File: config.mk
export PLATFORM = sky130hd
export DESIGN_NAME = omnq_cell
export DESIGN_NICKNAME = d
export VERILOG_FILES = /design/src/hdl/ordered_multiset_neighbor_query_macros.svh /design/src/hdl/omnq_pkg.sv /design/src/hdl/omnq_cell.sv
export SDC_FILE = /design/constraint.sdc
export NUM_CORES = 1
export LEC_CHECK = 0
export BUFFER_PORTS_ARGS = -buffer_cell sky130_fd_sc_hd__buf_2
export CAP_MARGIN = 20
export CORE_UTILIZATION = 41
export CTS_CLUSTER_DIAMETER = 30
export CTS_CLUSTER_SIZE = 14
export DETAILED_ROUTE_END_ITERATION = 16
export GPL_ROUTABILITY_DRIVEN = 1
export PLACE_DENSITY = 0.73
export SKIP_CTS_REPAIR_TIMING = 1
export SYNTH_ARGS = -nofsm -noshare
export SYNTH_HDL_FRONTEND = slang
export SYNTH_SLANG_ARGS = --single-unit
File: constraint.sdc
create_clock -name clk_i -period 3 [get_ports clk_i]
set_input_delay 0.15 -clock clk_i [delete_from_list [all_inputs] [get_ports clk_i]]
set_output_delay 0.15 -clock clk_i [all_outputs]
set_load 0.01 [all_outputs]
File: src/hdl/ordered_multiset_neighbor_query_macros.svh
// Assertion helpers, clocked on clk_i and disabled while rst_ni is low.
`ifndef ORDERED_MULTISET_NEIGHBOR_QUERY_MACROS_SVH
`define ORDERED_MULTISET_NEIGHBOR_QUERY_MACROS_SVH
`ifndef SYNTH
`define OMNQ_ASSERT(lbl, prop) \
  lbl: assert property (@(posedge clk_i) disable iff (!rst_ni) (prop)) \
    else $error("omnq: invariant violated");
`define OMNQ_ASSERT_NEXT(lbl, ante, cons) \
  lbl: assert property (@(posedge clk_i) disable iff (!rst_ni) (ante) |=> (cons)) \
    else $error("omnq: next-cycle check violated");
`else
`define OMNQ_ASSERT(lbl, prop)
`define OMNQ_ASSERT_NEXT(lbl, ante, cons)
`endif
`endif

File: src/hdl/omnq_pkg.sv
`default_nettype none
package omnq_pkg;

  localparam int CAPACITY_DEF   = 64;
  localparam int KEY_BITS_DEF   = 20;
  localparam int COUNT_BITS_DEF = 16;

  // reported neighbor values and register data
  localparam int VAL_W     = 22;
  localparam int CMD_W     = 2;
  localparam int CFG_IDX_W = 1;

  localparam logic [CMD_W-1:0] CMD_ADD    = 2'd0;
  localparam logic [CMD_W-1:0] CMD_REMOVE = 2'd1;
  localparam logic [CMD_W-1:0] CMD_QUERY  = 2'd2;
  localparam logic [CMD_W-1:0] CMD_CLEAR  = 2'd3;

  localparam logic [CFG_IDX_W-1:0] REG_MISS_BELOW = 1'd0;
  localparam logic [CFG_IDX_W-1:0] REG_MISS_ABOVE = 1'd1;

  localparam logic [VAL_W-1:0] MISS_BELOW_RST = 22'h3FFFFF;
  localparam logic [VAL_W-1:0] MISS_ABOVE_RST = 22'd100001;

  // update applied to every cell when a request completes
  typedef struct packed {
    logic ins;  // insert new key at its sorted position, shift upper part right
    logic inc;  // matching cell counts up, saturating
    logic dec;  // matching cell counts down
    logic del;  // matching cell leaves, upper part shifts left
    logic clr;  // drop every entry
  } cell_op_t;

endpackage
`default_nettype wire

File: src/hdl/omnq_cell.sv
`default_nettype none
module omnq_cell import omnq_pkg::*; #(
  parameter int KEY_BITS   = KEY_BITS_DEF,
  parameter int COUNT_BITS = COUNT_BITS_DEF
) (
  input  wire logic                  clk_i,
  input  wire logic                  rst_ni,
  input  wire logic                  cmp_en_i,
  input  wire logic [KEY_BITS-1:0]   cmp_key_i,
  input  wire logic                  upd_en_i,
  input  wire cell_op_t              op_i,
  input  wire logic [KEY_BITS-1:0]   ins_key_i,
  // left (lower) neighbor
  input  wire logic                  l_lt_i,
  input  wire logic                  l_gt_i,
  input  wire logic                  l_valid_i,
  input  wire logic [KEY_BITS-1:0]   l_key_i,
  input  wire logic [COUNT_BITS-1:0] l_cnt_i,
  // right (upper) neighbor
  input  wire logic                  r_lt_i,
  input  wire logic                  r_valid_i,
  input  wire logic [KEY_BITS-1:0]   r_key_i,
  input  wire logic [COUNT_BITS-1:0] r_cnt_i,
  // own state
  output logic                       valid_o,
  output logic [KEY_BITS-1:0]        key_o,
  output logic [COUNT_BITS-1:0]      cnt_o,
  output logic                       lt_o,
  output logic                       gt_o,
  output logic                       eq_o,
  output logic                       sel_below_o,
  output logic                       sel_above_o,
  output logic                       cnt_one_o
);

  localparam logic [COUNT_BITS-1:0] CNT_MAX = '1;
  localparam logic [COUNT_BITS-1:0] CNT_ONE = COUNT_BITS'(1);

  logic                  valid_q, valid_d;
  logic [KEY_BITS-1:0]   key_q, key_d;
  logic [COUNT_BITS-1:0] cnt_q, cnt_d;
  logic                  lt_q, gt_q, eq_q;

  always_comb begin
    valid_d = valid_q;
    key_d   = key_q;
    cnt_d   = cnt_q;
    if (op_i.clr) begin
      valid_d = 1'b0;
    end else if (op_i.inc && eq_q) begin
      cnt_d = (cnt_q == CNT_MAX) ? cnt_q : cnt_q + CNT_ONE;
    end else if (op_i.dec && eq_q) begin
      cnt_d = cnt_q - CNT_ONE;
    end else if (op_i.ins && !lt_q) begin
      if (l_lt_i) begin
        valid_d = 1'b1;
        key_d   = ins_key_i;
        cnt_d   = CNT_ONE;
      end else begin
        valid_d = l_valid_i;
        key_d   = l_key_i;
        cnt_d   = l_cnt_i;
      end
    end else if (op_i.del && !lt_q) begin
      valid_d = r_valid_i;
      key_d   = r_key_i;
      cnt_d   = r_cnt_i;
    end
  end

  always_ff @(posedge clk_i or negedge rst_ni) begin
    if (!rst_ni) begin
      valid_q <= 1'b0;
    end else if (upd_en_i) begin
      valid_q <= valid_d;
    end
  end

  always_ff @(posedge clk_i) begin
    if (upd_en_i) begin
      key_q <= key_d;
      cnt_q <= cnt_d;
    end
    if (cmp_en_i) begin
      lt_q <= valid_q && (key_q < cmp_key_i);
      gt_q <= valid_q && (key_q > cmp_key_i);
      eq_q <= valid_q && (key_q == cmp_key_i);
    end
  end

  assign valid_o     = valid_q;
  assign key_o       = key_q;
  assign cnt_o       = cnt_q;
  assign lt_o        = lt_q;
  assign gt_o        = gt_q;
  assign eq_o        = eq_q;
  // entries are sorted, so lt/gt form contiguous runs; the run edges are the neighbors
  assign sel_below_o = lt_q && !r_lt_i;
  assign sel_above_o = gt_q && !l_gt_i;
  assign cnt_one_o   = eq_q && (cnt_q == CNT_ONE);

endmodule
`default_nettype wire

==> report_table.html, run 1 <==
<table>
<tr><th>Metric</th><th>Value</th></tr>
<tr><th colspan="2">Cells and area</th></tr>
<tr><td>Ant. Diodes</td><td>0</td></tr>
<tr><td>Multi-input logic area</td><td>1950 um^2</td></tr>
<tr><td>Area occupied by registers</td><td>1200 um^2</td></tr>
<tr><td>Share of final-layout standard cells stronger than drive strength 1</td><td>between 30% and 40%</td></tr>
<tr><td>Post-layout instance count excluding filler cells</td><td>640</td></tr>
<tr><td>Count of filler cells inserted in the layout</td><td>747</td></tr>
<tr><td>Synthesis-to-finish area growth</td><td>30.2%</td></tr>
<tr><td>Final core utilization</td><td>55.8%</td></tr>
<tr><td>Final-stage net count</td><td>687</td></tr>
<tr><td>Area of all placed cells without fillers</td><td>4360 um^2</td></tr>
<tr><th colspan="2">Die</th></tr>
<tr><td>Vertical extent of the die</td><td>92.4 um</td></tr>
<tr><td>Area of the die</td><td>8530 um^2</td></tr>
<tr><td>Horizontal extent of the die</td><td>92.4 um</td></tr>
<tr><td>Core ar.</td><td>7810 um^2</td></tr>
<tr><td>Top-level I/O count</td><td>about 170</td></tr>
<tr><td>Starting utilization of the core area</td><td>42.9%</td></tr>
<tr><td>Number of core rows</td><td>32</td></tr>
<tr><th colspan="2">Pwr</th></tr>
<tr><td>Pwr Total</td><td>roughly 1.4 mW</td></tr>
<tr><td>Power density over cell area</td><td>roughly 310 nW/um^2</td></tr>
<tr><td>Internal power component</td><td>965 uW</td></tr>
<tr><td>Share of total power in the clock network</td><td>about a quarter</td></tr>
<tr><td>Switching Fraction</td><td>28.9%</td></tr>
<tr><td>Max VDD drop</td><td>160 uV</td></tr>
<tr><td>Combinational share of power</td><td>25.0%</td></tr>
<tr><td>Sequential fraction of design power</td><td>49.7%</td></tr>
<tr><td>Power spent charging and discharging nets</td><td>393 uW</td></tr>
<tr><td>Static leakage</td><td>between 2 and 2.5 nW</td></tr>
<tr><th colspan="2">Place</th></tr>
<tr><td>Post-DP Area</td><td>roughly 4300 um^2</td></tr>
<tr><td>Dpl ws</td><td>0.687 ns</td></tr>
<tr><td>Number of placed cells counting well taps</td><td>about 630</td></tr>
<tr><td>HPWL reported at the end of detailed placement</td><td>approximately 8000 um</td></tr>
<tr><td>Port Buffer Count</td><td>168</td></tr>
<tr><td>Weighted congestion at the end of routability-driven global placement</td><td>between 0.9 and 1</td></tr>
<tr><th colspan="2">Yosys</th></tr>
<tr><td>Number of enable flip-flop cells after synthesis</td><td>39</td></tr>
<tr><td>Post-synthesis sequential element count</td><td>40</td></tr>
<tr><td>Cell taking the most area after synthesis</td><td>edfxtp_1</td></tr>
<tr><td>Number of distinct library cells after synthesis</td><td>52</td></tr>
<tr><td>Largest cells by area after synthesis</td><td>edfxtp_1, ha_1, mux2i_1, o21ai_0, nand2_1</td></tr>
<tr><td>Synth warnings</td><td>0</td></tr>
<tr><td>Syn nets</td><td>527</td></tr>
<tr><td>Mean area per synthesized cell</td><td>8.85 um^2</td></tr>
<tr><td>Main synth FF type</td><td>edfxtp_1</td></tr>
<tr><td>Post-Syn Area</td><td>3350 um^2</td></tr>
<tr><td>Asr flop ratio synth</td><td>between 2 and 3%</td></tr>
<tr><td>Number of standard cells after synthesis</td><td>378</td></tr>
<tr><td>Sequential area share after synthesis</td><td>a little over a third</td></tr>
<tr><td>Fraction of synthesized cell area taken by the top area cell type</td><td>a little over a third</td></tr>
<tr><th colspan="2">Worst setup path</th></tr>
<tr><td>Largest fanout on the critical path</td><td>13</td></tr>
<tr><td>Critical path's largest stage delay</td><td>~0.60 ns</td></tr>
<tr><td>Data arrival at the endpoint of the critical path</td><td>2.35 ns</td></tr>
<tr><td>Number of buffers and inverters on the critical path</td><td>1</td></tr>
<tr><td>Startpoint class of the critical path</td><td>flop</td></tr>
<tr><td>Required time at the worst-slack endpoint</td><td>2.99 ns</td></tr>
<tr><td>Gate family responsible for the most delay along the worst path</td><td>compound AO/OA/AOI/OAI gates</td></tr>
<tr><td>CP Capture Type</td><td>flop</td></tr>
<tr><td>CP cell instances</td><td>and3_1, and4_1, a31oi_1, buf_4</td></tr>
<tr><td>Slowest stage cell, crit path</td><td>a31oi_1</td></tr>
<tr><td>Crit Path Class</td><td>flop to flop</td></tr>
<tr><th colspan="2">Timing</th></tr>
<tr><td>Post-Route Setup TNS</td><td>0 ns</td></tr>
<tr><td>Ratio of final minimum period to clock period</td><td>roughly four fifths</td></tr>
<tr><td>Final critical-path required period</td><td>2.35 ns</td></tr>
<tr><td>Count of final max-slew check failures</td><td>0</td></tr>
<tr><td>Setup violations, final</td><td>0</td></tr>
<tr><td>Relative slew slack</td><td>between 30% and 40%</td></tr>
<tr><td>Worst-case setup margin in the final layout</td><td>0.646 ns</td></tr>
<tr><td>Unrepaired setup endpoints after global routing</td><td>no</td></tr>
<tr><td>Largest clock skew in the final design</td><td>0.00682 ns</td></tr>
<tr><td>Max frequency</td><td>425 MHz</td></tr>
<tr><td>Actual transition at the worst max-transition pin</td><td>0.908 ns</td></tr>
<tr><td>Endpoints failing hold</td><td>0</td></tr>
<tr><td>Worst Hold Margin</td><td>0.119 ns</td></tr>
<tr><th colspan="2">Drt</th></tr>
<tr><td>Routed vias/inst</td><td>5.51</td></tr>
<tr><td>Detailed-route wire length</td><td>between 10000 and 15000 um</td></tr>
<tr><td>Pre-Repair DR Iteration Count</td><td>4</td></tr>
<tr><td>ANT nets after route</td><td>0</td></tr>
<tr><td># DRC</td><td>0</td></tr>
<tr><td>Overall via count from detail_route</td><td>3526</td></tr>
<tr><td>Initial DRC Count</td><td>around 150</td></tr>
<tr><td>WL/cell</td><td>~16 um</td></tr>
<tr><th colspan="2">GRT</th></tr>
<tr><td>Met1 usage</td><td>29.2%</td></tr>
<tr><td>Overall fraction of global-route tracks in use</td><td>24.2%</td></tr>
<tr><td>GR Layer Usage met3</td><td>5.58%</td></tr>
<tr><td>Global routing's busiest layer</td><td>met2</td></tr>
<tr><td>Met2 Usage GRT</td><td>between 40% and 50%</td></tr>
<tr><td>Global-route wire length before repair</td><td>16300 um</td></tr>
<tr><td>Largest net degree at the start of global routing</td><td>38</td></tr>
<tr><td>GR Overflow Total</td><td>0</td></tr>
<tr><td>Initial antenna violation count</td><td>0</td></tr>
<tr><td>Via count of the first global-routing pass</td><td>3514</td></tr>
<tr><th colspan="2">CTS</th></tr>
<tr><td>Clock Sinks</td><td>40</td></tr>
<tr><td>TritonCTS clock tree</td><td>done</td></tr>
<tr><td>H-tree levels</td><td>2</td></tr>
<tr><td>Clock latency on the worst-skew pair</td><td>0.29 ns</td></tr>
<tr><td>Clock tree root buffer cell</td><td>clkbuf_8</td></tr>
<tr><td>Maximum root-to-sink buffer count</td><td>2</td></tr>
<tr><td>TritonCTS buffer count</td><td>5</td></tr>
<tr><td>Clock-pin slew on the worst setup and hold paths</td><td>0.08 ns</td></tr>
<tr><th colspan="2">Worst hold path</th></tr>
<tr><td>Hold crit path type</td><td>primary input to flop</td></tr>
<tr><th colspan="2">Run status</th></tr>
<tr><td>Result of the run</td><td>finished, final reports clean</td></tr>
<tr><th colspan="2">Job</th></tr>
<tr><td>Max Cap Viol</td><td>0</td></tr>
</table>
final timing paths:
| path | startpoint | end | slack, ns | cells after the start |
|---|---|---|---|---|
| min in group asynchronous | rst_ni | valid_o | 0.18 | 2 |
| min | cmp_en_i | gt_o | 0.12 | 1 |
| max in group asynchronous | rst_ni | valid_o | 2.74 | 2 |
| max reg2reg | cnt_o[3] | cnt_o[1] | 0.65 | 4 |
| max | cnt_o[3] | cnt_o[1] | 0.65 | 4 |
| min reg2reg | valid_o | valid_o | 0.60 | 1 |
worst reg2reg max path, stage by stage (launching register included):
cell and delay [ns]:
edfxtp_1 0.55, and3_1 0.30, and4_1 0.28, a31oi_1 0.60, buf_4 0.33
synth_stat cells (2+ instances only):
cell,count
a211oi_1,9
a21o_1,3
a21oi_1,20
a221o_1,4
a221oi_1,5
a22o_1,2
a311oi_1,2
a31oi_1,3
and2_1,2
and3_1,6
and4_1,3
buf_1,4
clkbuf_1,16
edfxtp_1,39
ha_1,23
inv_1,31
mux2i_1,22
nand2_1,42
nand2b_1,6
nand3_1,9
nand4_1,5
nor2_1,14
nor2b_1,5
nor3_1,12
nor3b_1,11
nor4_1,3
o21a_1,3
o21ai_0,36
o221ai_1,3
o22ai_1,3
o311ai_0,3
xnor2_1,6
xor2_1,4
flip-flops by register name (all words and copies together) (netlist names):
name and count:
key_o 20, cnt_o 16, eq_o 1, gt_o 1, lt_o 1, valid_o 1
routing by layer:
metal	vias up	wire, um
li1	1721	-
met1	1611	4130
met2	173	4920
met3	21	800
met4	0	276
met5	-	0
cell usage in the layout (no fill, tap or decap), types with 4 or more instances in the layout:
master and instances:
ha_1 23, buf_2 168, nand3_1 9, buf_4 6, a221o_1 4, a211oi_1 9
o21ai_0 36, nand2_1 42, xnor2_1 6, nor2_1 14, clkbuf_8 5, inv_1 31
nor3_1 12, a221oi_1 5, edfxtp_1 39, nor2b_1 5, nand4_1 5, a21oi_1 20
and3_1 6, xor2_1 4, nor3b_1 11, nand2b_1 5, mux2i_1 22
cell type report:
| type | count | share of cell area, % |
|---|---|---|
| clock buffers | 5 | 1.58 |
| clock inverters | 2 | 0.172 |
| multi-input cells | 285 | 44.6 |
| well taps | 102 | 2.93 |
| inverters | 31 | 2.67 |
| flip-flops and latches | 40 | 27.4 |
| repair buffers | 175 | 20.6 |
kinds of logic (layout without fill, tap and decap cells):
kind of cell	Yosys count	count (layout)	share of synthesized area [%]
buf+inv	53	213	6.21
flops	40	40	35.7
compound gates	104	104	20.0
fa+ha+maj	23	23	8.60
mux	23	23	6.92
xor+xnor	10	10	2.62
simple gates	125	125	20.0
power by group through the flow:
stage | Sequential [mW] | Combinational, mW | Clock (mW)
after floorplan | 0.688 | 0.181 | 0
after detailed placement | 0.687 | 0.338 | 0
final | 0.675 | 0.339 | 0.343
after global routing | 0.680 | 0.380 | 0.372
after global placement | 0.685 | 0.330 | 0
after CTS | 0.675 | 0.340 | 0.349
Note: power is estimated with default switching activity, not from simulation.
==> run 2, diff against run 1 <==
--- a/config.mk
+++ b/config.mk
@@ -5,6 +5,7 @@
 export SDC_FILE = /design/constraint.sdc
 export NUM_CORES = 1
 export LEC_CHECK = 0
+export ABC_AREA = 1
 export BUFFER_PORTS_ARGS = -buffer_cell sky130_fd_sc_hd__buf_2
 export CAP_MARGIN = 20
 export CORE_UTILIZATION = 41
@@ -12,7 +13,7 @@
 export CTS_CLUSTER_SIZE = 14
 export DETAILED_ROUTE_END_ITERATION = 16
 export GPL_ROUTABILITY_DRIVEN = 1
-export PLACE_DENSITY = 0.73
+export PLACE_DENSITY = 0.72
 export SKIP_CTS_REPAIR_TIMING = 1
 export SYNTH_ARGS = -nofsm -noshare
 export SYNTH_HDL_FRONTEND = slang
==> constraint.sdc (replaced) <==
create_clock -name clk_i -period 2.4 [get_ports clk_i]
set_input_delay 0.12 -clock clk_i [delete_from_list [all_inputs] [get_ports clk_i]]
set_output_delay 0.12 -clock clk_i [all_outputs]
set_load 0.01 [all_outputs]
==> run 2 against run 1 <==
Against the previous run:
- setup slack lost 0.19 ns
- routed wire length rose by 13%
- worst hold slack got worse by 0.017 ns
- total power increased by 48%
- sequential cell count unchanged
- register-to-register slack worse by 0.08 ns
- clock skew decreased by 0.0017 ns
- sequential power is 25% higher
- highest routed layer unchanged
==> report_table.html, run 2 <==
<table>
<tr><th>Metric</th><th>Value</th></tr>
<tr><th colspan="2">Run status</th></tr>
<tr><td>Result of the run</td><td>finished, final reports clean</td></tr>
<tr><th colspan="2">Timing</th></tr>
<tr><td>Worst Hold Margin</td><td>0.102 ns (-0.0170 ns)</td></tr>
<tr><td>Relative slew slack</td><td>62.3% (+23 points)</td></tr>
<tr><td>Unrepaired setup endpoints after global routing</td><td>no</td></tr>
<tr><td>Count of final max-slew check failures</td><td>0 (unchanged)</td></tr>
<tr><td>Largest clock skew in the final design</td><td>0.00517 ns (-0.00165 ns)</td></tr>
<tr><td>Post-Route Setup TNS</td><td>0 ns (unchanged)</td></tr>
<tr><td>Endpoints failing hold</td><td>0 (unchanged)</td></tr>
<tr><td>Actual transition at the worst max-transition pin</td><td>0.565 ns (-0.342 ns)</td></tr>
<tr><td>Ratio of final minimum period to clock period</td><td>81.0%</td></tr>
<tr><td>Max frequency</td><td>515 MHz</td></tr>
<tr><td>Setup violations, final</td><td>0 (unchanged)</td></tr>
<tr><td>Final critical-path required period</td><td>1.94 ns</td></tr>
<tr><th colspan="2">Yosys</th></tr>
<tr><td>Synth warnings</td><td>0 (unchanged)</td></tr>
<tr><td>Largest cells by area after synthesis</td><td>edfxtp_1, nand2_1, a21oi_1, ha_1, nand3_1</td></tr>
<tr><td>Number of enable flip-flop cells after synthesis</td><td>39 (unchanged)</td></tr>
<tr><td>Main synth FF type</td><td>edfxtp_1</td></tr>
<tr><td>Syn nets</td><td>677 (+28%)</td></tr>
<tr><td>Cell taking the most area after synthesis</td><td>edfxtp_1</td></tr>
<tr><td>Number of distinct library cells after synthesis</td><td>27 (-48%)</td></tr>
<tr><td>Post-Syn Area</td><td>3530 um^2 (+5.5%)</td></tr>
<tr><td>Most numerous cell in the Yosys netlist</td><td>nand2_1</td></tr>
<tr><td>Asr flop ratio synth</td><td>2.50% (unchanged)</td></tr>
<tr><td>Top cells by count, synth</td><td>nand2_1, inv_1, a21oi_1</td></tr>
<tr><td>Mean area per synthesized cell</td><td>6.69 um^2 (-24%)</td></tr>
<tr><td>Number of standard cells after synthesis</td><td>528 (+40%)</td></tr>
<tr><td>Fraction of synthesized cell area taken by the top area cell type</td><td>33.2% (-1.8 points)</td></tr>
<tr><td>Post-synthesis sequential element count</td><td>40 (unchanged)</td></tr>
<tr><td>Sequential area share after synthesis</td><td>33.9% (-1.9 points)</td></tr>
<tr><th colspan="2">Drt</th></tr>
<tr><td>Overall via count from detail_route</td><td>4271 (+21%)</td></tr>
<tr><td>WL/cell</td><td>14.3 um (-9.8%)</td></tr>
<tr><td># DRC</td><td>0 (unchanged)</td></tr>
<tr><td>Routed vias/inst</td><td>5.32 (-3.5%)</td></tr>
<tr><td>Pre-Repair DR Iteration Count</td><td>5 (+1)</td></tr>
<tr><td>Detailed-route wire length</td><td>11400 um (+13%)</td></tr>
<tr><td>ANT nets after route</td><td>0 (unchanged)</td></tr>
<tr><td>Initial DRC Count</td><td>325 (+120%)</td></tr>
<tr><th colspan="2">Cells and area</th></tr>
<tr><td>Synthesis-to-finish area growth</td><td>31.6%</td></tr>
<tr><td>Ant. Diodes</td><td>0 (unchanged)</td></tr>
<tr><td>Share of final-layout standard cells stronger than drive strength 1</td><td>28.1% (-6.3 points)</td></tr>
<tr><td>Largest register FFs</td><td>20 (unchanged)</td></tr>
<tr><td>Commonest non-fill, non-tap cells in the layout</td><td>buf_2, nand2_1, inv_1, a21oi_1, nor2_1</td></tr>
<tr><td>Area of all placed cells without fillers</td><td>4650 um^2 (+6.6%)</td></tr>
<tr><td>Final-stage net count</td><td>847 (+23%)</td></tr>
<tr><td>Most frequent standard cell in the layout excluding fill and tap cells</td><td>buf_2</td></tr>
<tr><th colspan="2">GRT</th></tr>
<tr><td>Via count of the first global-routing pass</td><td>3982 (+13%)</td></tr>
<tr><td>Overall fraction of global-route tracks in use</td><td>26.5% (+2.3 points)</td></tr>
<tr><td>Initial antenna violation count</td><td>0 (unchanged)</td></tr>
<tr><td>GR Overflow Total</td><td>0 (unchanged)</td></tr>
<tr><td>Global-route wire length before repair</td><td>18400 um (+13%)</td></tr>
<tr><td>Largest net degree at the start of global routing</td><td>45 (+18%)</td></tr>
<tr><th colspan="2">Worst setup path</th></tr>
<tr><td>Gate family responsible for the most delay along the worst path</td><td>simple AND/OR/NAND/NOR gates</td></tr>
<tr><td>Launch instance of the worst register-to-register path</td><td>cnt_o[0]</td></tr>
<tr><td>CP Capture Type</td><td>output pin</td></tr>
<tr><td>Number of buffers and inverters on the critical path</td><td>1 (unchanged)</td></tr>
<tr><td>Cell mode on critical path</td><td>nor2_1</td></tr>
<tr><td>Slack of the worst reg-to-reg path</td><td>0.57 ns (-0.08 ns)</td></tr>
<tr><td>Depth of the worst register-to-register path</td><td>7 (+3)</td></tr>
<tr><td>Critical path's largest stage delay</td><td>0.51 ns (-0.09 ns)</td></tr>
<tr><td>CP cell instances</td><td>nor2_1, nand2_1, nor2_1, nor4b_1, buf_2</td></tr>
<tr><td>Startpoint class of the critical path</td><td>flop</td></tr>
<tr><td>Largest fanout on the critical path</td><td>7 (-6)</td></tr>
<tr><td>Required time at the worst-slack endpoint</td><td>2.28 ns (-0.71 ns)</td></tr>
<tr><td>Data arrival at the endpoint of the critical path</td><td>1.82 ns (-0.53 ns)</td></tr>
<tr><td>R2r endpoint</td><td>cnt_o[3]</td></tr>
<tr><td>Crit Path Class</td><td>flop to output pin</td></tr>
<tr><td>Slowest stage cell, crit path</td><td>edfxtp_1</td></tr>
<tr><th colspan="2">Pwr</th></tr>
<tr><td>Power density over cell area</td><td>434 nW/um^2 (+39%)</td></tr>
<tr><td>Max VDD drop</td><td>259 uV (+62%)</td></tr>
<tr><td>Static leakage</td><td>2.43 nW (+20%)</td></tr>
<tr><td>Pwr Total</td><td>2.01 mW (+48%)</td></tr>
<tr><th colspan="2">Place</th></tr>
<tr><td>HPWL reported at the end of detailed placement</td><td>9220 um (+16%)</td></tr>
<tr><td>Port Buffer Count</td><td>168 (unchanged)</td></tr>
<tr><td>Post-DP Area</td><td>4510 um^2 (+5.5%)</td></tr>
<tr><td>Weighted congestion at the end of routability-driven global placement</td><td>0.900 (-2.0%)</td></tr>
<tr><th colspan="2">Die</th></tr>
<tr><td>Top-level I/O count</td><td>169 (unchanged)</td></tr>
<tr><td>Horizontal extent of the die</td><td>94.8 um (+2.7%)</td></tr>
<tr><td>Core ar.</td><td>8260 um^2 (+5.8%)</td></tr>
<tr><td>Number of core rows</td><td>33 (+3.1%)</td></tr>
<tr><td>Vertical extent of the die</td><td>94.8 um (+2.7%)</td></tr>
<tr><td>Starting utilization of the core area</td><td>42.8% (-0.11 points)</td></tr>
<tr><td>Area of the die</td><td>8990 um^2 (+5.4%)</td></tr>
<tr><th colspan="2">CTS</th></tr>
<tr><td>Clock Sinks</td><td>40 (unchanged)</td></tr>
<tr><td>H-tree levels</td><td>2 (unchanged)</td></tr>
<tr><td>Clock-pin slew on the worst setup and hold paths</td><td>0.08 ns (about the same)</td></tr>
<tr><td>TritonCTS buffer count</td><td>5 (unchanged)</td></tr>
<tr><td>Clock latency on the worst-skew pair</td><td>0.29 ns (about the same)</td></tr>
<tr><td>Maximum root-to-sink buffer count</td><td>2 (unchanged)</td></tr>
<tr><td>Clock tree root buffer cell</td><td>clkbuf_8</td></tr>
<tr><td>TritonCTS clock tree</td><td>done</td></tr>
<tr><th colspan="2">Worst hold path</th></tr>
<tr><td>Hold depth</td><td>1 (unchanged)</td></tr>
<tr><td>Worst Hold Endpoint</td><td>lt_o</td></tr>
<tr><td>Hold path start</td><td>cmp_en_i</td></tr>
<tr><td>Hold crit path type</td><td>primary input to flop</td></tr>
<tr><th colspan="2">Job</th></tr>
<tr><td>Max Cap Viol</td><td>0 (unchanged)</td></tr>
</table>
[run 2: routing by layer]
layer / GRT usage, % / vias up / wire, um
met5: 0 / - / 0
met1: 35.6 / 1932 / 4730
met3: 4.35 / 26 / 1130
li1: - / 2089 / -
met2: 42.5 / 224 / 5270
met4: 10.6 / 0 / 312
[run 2: area by class of cell]
class	count	area, um^2
sequential	40	1200
clock buffer	5	68.8
timing repair buffer	179	926
multi-input combinational	402	2000
fill	848	3610
inverter	70	263
clock inverter	2	60.1
tap	105	131
[run 2: worst max-delay path by stage]
stage          cells past startpoint   endpoint       from  slack, ns
6_report                           5  cnt_one_o   cnt_o[4]       0.46
5_1_grt                            5  cnt_one_o   cnt_o[4]       0.37
4_1_cts                            5  cnt_one_o   cnt_o[4]       0.48
3_5_place_dp                       7   cnt_o[9]   cnt_o[0]       0.61
3_3_place_gp                       8       lt_o  key_o[19]       0.64
2_1_floorplan                      6   cnt_o[0]   cnt_o[0]       0.16
[run 2: cells by family after synthesis]
family	Yosys count	share of synthesized area, %
adder cells (fa/ha/maj)	23	8.15
flip-flops	40	33.9
buffers and inverters	86	9.50
AO/OA/AOI/OAI	103	15.0
AND/OR/NAND/NOR	276	33.5
[run 2: through the flow]
step,setup slack [ns],std cells,util [%]
after floorplan,0.161,528,-
after global placement,0.640,795,54.6
after detailed placement,0.609,795,54.6
after CTS,0.477,802,56.2
after global routing,0.366,803,56.3
final,0.457,803,56.3
[run 2: power by group]
group	internal, mW	total (mW)	switching, mW
Sequential	0.814	0.847	0.0326
Clock	0.410	0.660	0.250
Combinational	0.211	0.508	0.297
